**src/hdl/sidac_pkg.sv**
```systemverilog
// Shared constants, types and a divide-by-ten function for the signed decimal text converter.
`default_nettype none
package sidac_pkg;
	localparam int unsigned ValueWidth = 32;
	localparam int unsigned CharWidth = 7;
	localparam int unsigned NumDigits = 10;
	localparam int unsigned DigitsPerStage = 1;
	localparam int unsigned NumStages = NumDigits / DigitsPerStage;
	localparam int unsigned CountWidth = 4;
	localparam logic [CharWidth-1:0] CharZero = 7'd48;
	localparam logic [CharWidth-1:0] CharMinus = 7'd45;

	typedef logic [3:0] digit_t;

	typedef struct packed {
		logic [ValueWidth-1:0] rem;
		logic [NumDigits*4-1:0] digits;
		logic negative;
	} conv_t;

	// Quotient and remainder of a 32-bit value by ten: reciprocal multiply and fix-up.
	function automatic logic [ValueWidth+3:0] div10(input logic [ValueWidth-1:0] v);
		logic [2*ValueWidth:0] prod;
		logic [ValueWidth-1:0] q;
		logic [ValueWidth-1:0] r;
		prod = {1'b0, v} * {1'b0, 32'hCCCC_CCCD};
		q = {3'b000, prod[2*ValueWidth-1:ValueWidth+3]};
		r = v - ((q << 3) + (q << 1));
		if (r >= 32'd10) begin
			q = q + 32'd1;
			r = r - 32'd10;
		end
		return {q, r[3:0]};
	endfunction
endpackage
`default_nettype wire

```
**src/hdl/sidac_emit.sv**
```systemverilog
// Character emitter: walks the digit string out one transfer per cycle while out_ready is high.
`default_nettype none
module sidac_emit
	import sidac_pkg::*;
(
	input wire logic clk,
	input wire logic arst_n,
	input wire logic in_valid,
	output logic in_ready,
	input conv_t in_data,
	output logic out_valid,
	input wire logic out_ready,
	output logic [CharWidth-1:0] out_char,
	output logic out_last
);
	logic busy_q;
	logic sign_q;
	logic [NumDigits*4-1:0] digits_q;
	logic [CountWidth-1:0] idx_q;
	logic [CountWidth-1:0] top;
	digit_t cur;

	always_comb begin
		top = '0;
		for (int i = 1; i < NumDigits; i++) begin
			if (in_data.digits[i*4+:4] != 4'd0) begin
				top = CountWidth'(i);
			end
		end
	end

	assign cur = digits_q[idx_q*4+:4];
	assign out_valid = busy_q;
	assign out_char = sign_q ? CharMinus : CharZero + {3'd0, cur};
	assign out_last = !sign_q && (idx_q == '0);
	assign in_ready = !busy_q || (out_ready && out_last);

	always_ff @(posedge clk or negedge arst_n) begin
		if (!arst_n) begin
			busy_q <= 1'b0;
		end else if (in_valid && in_ready) begin
			busy_q <= 1'b1;
		end else if (out_ready && out_last) begin
			busy_q <= 1'b0;
		end
	end

	always_ff @(posedge clk) begin
		if (in_valid && in_ready) begin
			sign_q <= in_data.negative;
			digits_q <= in_data.digits;
			idx_q <= top;
		end else if (busy_q && out_ready) begin
			if (sign_q) begin
				sign_q <= 1'b0;
			end else begin
				idx_q <= idx_q - CountWidth'(1);
			end
		end
	end
endmodule
`default_nettype wire

```
**config.mk**
```make
export PLATFORM = sky130hd
export DESIGN_NAME = sidac_emit
export DESIGN_NICKNAME = d
export VERILOG_FILES = /design/src/hdl/sidac_pkg.sv /design/src/hdl/sidac_emit.sv
export SDC_FILE = /design/constraint.sdc
export NUM_CORES = 1
export LEC_CHECK = 0
export BUFFER_PORTS_ARGS = -buffer_cell sky130_fd_sc_hd__clkbuf_2
export CAP_MARGIN = 20
export CORE_UTILIZATION = 45
export CTS_BUF_LIST = sky130_fd_sc_hd__clkbuf_4 sky130_fd_sc_hd__clkbuf_8
export DETAILED_ROUTE_END_ITERATION = 7
export PLACE_DENSITY = 0.78
export SYNTH_ARGS = -nofsm -noshare
export SYNTH_HDL_FRONTEND = slang
export SYNTH_SLANG_ARGS = --single-unit
export TNS_END_PERCENT = 5
```
**constraint.sdc**
```tcl
create_clock -name clk -period 5.47 [get_ports clk]
set_input_delay 1.094 -clock clk [delete_from_list [all_inputs] [get_ports clk]]
set_output_delay 1.094 -clock clk [all_outputs]
set_load 0.02 [all_outputs]
```
==> impl_results.md <==
* Worst-margin pin slew at 700.1 ps
* DRC Markers at 0
* Final setup fails at 0
* Maximum cell stage delay along the critical path at 810 ps
* Clock slew at reported path FFs at 90 ps
* Ranking of synthesized cells by instance count: sky130_fd_sc_hd__edfxtp_1, sky130_fd_sc_hd__nand2_1, sky130_fd_sc_hd__nor4_1
* Avg Vias per Cell at 5.647
* R2R Path Start: idx_q[0]
* Final period demand of the worst path at 3499 ps
* Die X-Extent at 69.94 um
* Number of placed I/O pins at 87
* PwrDens at 297.6 nW/um^2
* Post CTS Setup Buffer Count at 0
* Deepest level of the CTS H-tree at 2
* Critical path required time at 4380 ps
* Number of optimization iterations in the first detailed-route pass at 5
* Total via count after detailed routing at 1,310
* Final-report hold violation count at 0
* Worst r2r dst: idx_q[0]
* First-pass GRT wire length at 6375 um
* Area growth from synthesis to layout at 19.76%
* Sum Neg Setup Slack at 0 ps
* Global-route usage over all layers at 0.1742
* Total wirelength of the detailed-routed design at 3959 um
* DR WL/cell at approximately 17 um
* Standard-cell row count at 24
* Fraction of final layout cells sized beyond drive strength 1 at 0.4000
* Combinational power share at 0.097
* Area fraction of the dominant cell type after synthesis at 0.6506
* Leading cell type by number of instances after synthesis: sky130_fd_sc_hd__edfxtp_1
* Final-report max-slew violation count at 0
* Most used flip-flop cell after synthesis: sky130_fd_sc_hd__edfxtp_1
* Number of antenna violations at the first check in global routing at 0
* Overflow left after global routing at 0
* DP Area at approximately 2300 um^2
* Met2 routing resource usage after global routing at 0.2981
* Cell type contributing the most total cell area after synthesis: sky130_fd_sc_hd__edfxtp_1
* Clock share of power at 0.352
* Part of the Yosys area used for sequential elements at 0.6627
* Post-synthesis area per instance at 16.35 um^2
* Critical path arrival at 2400 ps
* Die outline area at 4891 um^2
* Fraction of power consumed by sequential logic at 0.551
* FF-to-FF setup slack at 2730 ps
* Net Count, Synth at approximately 200
* Slew headroom at 0.5333
* Flops & latches, synth at 46
* Async set-or-reset flop fraction in the synthesized netlist at 0.02174
* CTS buffer count at 5
* Cell count of the worst reg-to-reg path at 7
* Power spent charging and discharging nets at 168.8 uW
* Post-Synthesis Cell Area at 2077 um^2
* Achievable clock frequency at ~290 MHz
* Static leakage at 0.9337 nW
* Number of global-route vias before repair at 1,348
* Layout Nets at 258
* Clock net sink count at 46
* Global-route met3 utilization at 0.05195
* Number of enable flip-flop cells after synthesis at 45
* Peak supply drop at between 0.15 and 0.2 mV
* Maximum fanout along the worst path at 14
* # diodes at 0
* Internal power consumption at 571.5 uW
* Number of library cell types mapped by synthesis at 37
* RSZ-0062 raised after global routing: no
* Pin count of the biggest net entering global routing at 49
* Most utilized layer in the global route result: met2
* Outcome: completed
* Largest cells by area after synthesis: sky130_fd_sc_hd__edfxtp_1, sky130_fd_sc_hd__mux4_1, sky130_fd_sc_hd__mux4_2
* Kind of capture point of the worst setup path: output pin
* Type of element launching the critical path: register
* # resized after CTS at 0
* Clock Skews at approximately 9 ps
* Die height at ~70 um
* YS warnings at 0
* Global placer's final weighted congestion at 0.7729
* Min-delay worst type: in2async
* Fin area at approximately 2500 um^2
* Post-route fraction of the period consumed by the critical path at 0.6396
* CTS tree: built
* Effective utilization at floorplan at 0.4737
* Cell count after synthesis at 127
* Net switching fraction of the power at 0.2280
* CTS hold repair buffers at 0
* M1 GR Usage at 0.2105
* Detailed-placement wirelength estimate at 3049 um
* Root buf cell: sky130_fd_sc_hd__clkbuf_8
* Antenna Nets Post-Route at 0
* Path type of the worst setup path: reg2out
* Core footprint at 4384 um^2
* Buffer depth of the longest clock path at 2
* Maxcap violations at 0
* List of cells traversed by the critical path: mux4_1, mux2_2, o21ai_1, nand2_1, clkbuf_2
* Count of routing violations after the opening detailed-route iteration at 42
* Cell at the slowest stage of the critical path: sky130_fd_sc_hd__edfxtp_1
* Port Buf Inserts at 52
* Clock insertion delay at the later pin of the skew report at around 300 ps
## layer usage
layer	wire length, um	up-vias
li1	-	613
met1	1612	632
met2	2092	59
met3	209	6
met4	44	0
met5	0	-
## cell families (layout without fill, tap and decap cells)
kind of cell,count (synthesis),after routing,share of synthesized area
flops,46,46,0.6627
simple gates,30,30,0.08856
compound gates,17,17,0.05120
mux,17,17,0.1398
buf+inv,11,64,0.03373
fa+ha+maj,2,2,0.01205
other cells,2,2,0.003616
xor+xnor,2,2,0.008435
## cell type report
| class | count | area (um^2) |
|---|---|---|
| clock buffers | 5 | 68.82 |
| well taps | 52 | 65.06 |
| clock inverters | 3 | 47.55 |
| inverters | 3 | 11.26 |
| repair buffers | 53 | 287.8 |
| multi-input cells | 70 | 630.6 |
| fillers | 358 | 1897 |
| flip-flops and latches | 46 | 1376 |
## stage by stage
step	worst slack, ps	hold WS, ps	utilization	std cells	total power [mW]
2_1_floorplan	2834	741.6	-	127	0.4559
3_3_place_gp	2275	548.6	0.5345	223	0.4839
3_5_place_dp	2269	576.9	0.5345	223	0.4875
4_1_cts	1932	546.7	0.5611	231	0.7432
5_1_grt	1837	541.8	0.5674	232	0.7684
6_report	1971	552.3	0.5674	232	0.7403
## flip-flops by register name (all words and copies together) (netlist names)
name / cells
out_valid: 1
digits_q: 40
idx_q: 4
sign_q: 1
## power groups by stage
stage / clock network (mW) / logic, mW / registers (mW)
final: 0.260 / 0.0716 / 0.408
after detailed placement: 0 / 0.0706 / 0.417
after CTS: 0.263 / 0.0710 / 0.409
after global routing: 0.281 / 0.0777 / 0.410
after global placement: 0 / 0.0677 / 0.416
after floorplan: 0 / 0.0498 / 0.406
## worst max-delay path by stage
stage | slack, ps | cells after the start | endpoint | from
2_1_floorplan | 2830 | 7 | in_ready | idx_q[0]
3_3_place_gp | 2270 | 5 | out_char[3] | idx_q[0]
3_5_place_dp | 2270 | 5 | out_char[3] | idx_q[0]
4_1_cts | 1930 | 5 | out_char[3] | idx_q[0]
5_1_grt | 1840 | 5 | out_char[3] | idx_q[0]
6_report | 1970 | 5 | out_char[3] | idx_q[0]
## worst max-delay path, delay by kind of cell, from the launching register on
kind / cells / cell delay [ps]
multiplexers: 2 / 940
AND/OR/NAND/NOR: 1 / 70
AO/OA/AOI/OAI: 1 / 130
buffers and inverters: 1 / 150
flip-flops: 1 / 810
## placed cells by master, fill, tap and decap left out
master | synthesis | layout
sky130_fd_sc_hd__o21ai_0 | 5 | 5
sky130_fd_sc_hd__and3_1 | 1 | 1
sky130_fd_sc_hd__inv_1 | 3 | 3
sky130_fd_sc_hd__nand2_1 | 8 | 8
sky130_fd_sc_hd__buf_16 | 0 | 1
sky130_fd_sc_hd__and2_1 | 2 | 2
sky130_fd_sc_hd__nor3_1 | 1 | 1
sky130_fd_sc_hd__conb_1 | 2 | 2
sky130_fd_sc_hd__o22ai_1 | 1 | 1
sky130_fd_sc_hd__inv_6 | 0 | 2
sky130_fd_sc_hd__nand4_1 | 1 | 1
sky130_fd_sc_hd__o21a_1 | 1 | 1
sky130_fd_sc_hd__nor3b_1 | 1 | 1
sky130_fd_sc_hd__mux2i_1 | 5 | 5
sky130_fd_sc_hd__o41ai_1 | 1 | 1
sky130_fd_sc_hd__nor4b_4 | 1 | 1
sky130_fd_sc_hd__a21oi_1 | 3 | 3
sky130_fd_sc_hd__mux4_1 | 4 | 4
sky130_fd_sc_hd__o21ai_1 | 1 | 1
sky130_fd_sc_hd__clkbuf_2 | 1 | 52
sky130_fd_sc_hd__a31oi_1 | 1 | 1
sky130_fd_sc_hd__nor4_1 | 8 | 8
sky130_fd_sc_hd__mux4_2 | 4 | 4
sky130_fd_sc_hd__xor2_1 | 1 | 1
sky130_fd_sc_hd__or4_1 | 1 | 1
sky130_fd_sc_hd__clkbuf_8 | 0 | 5
sky130_fd_sc_hd__bufinv_16 | 0 | 1
sky130_fd_sc_hd__o31ai_1 | 2 | 2
sky130_fd_sc_hd__a31o_2 | 2 | 2
sky130_fd_sc_hd__xnor2_1 | 1 | 1
sky130_fd_sc_hd__dfrtp_1 | 1 | 1
sky130_fd_sc_hd__edfxtp_1 | 45 | 45
sky130_fd_sc_hd__nor2b_1 | 1 | 1
sky130_fd_sc_hd__nand3_1 | 2 | 2
sky130_fd_sc_hd__mux2_2 | 4 | 4
sky130_fd_sc_hd__ha_1 | 2 | 2
sky130_fd_sc_hd__nand2b_1 | 3 | 3
Note: power is estimated with default switching activity, not from simulation.
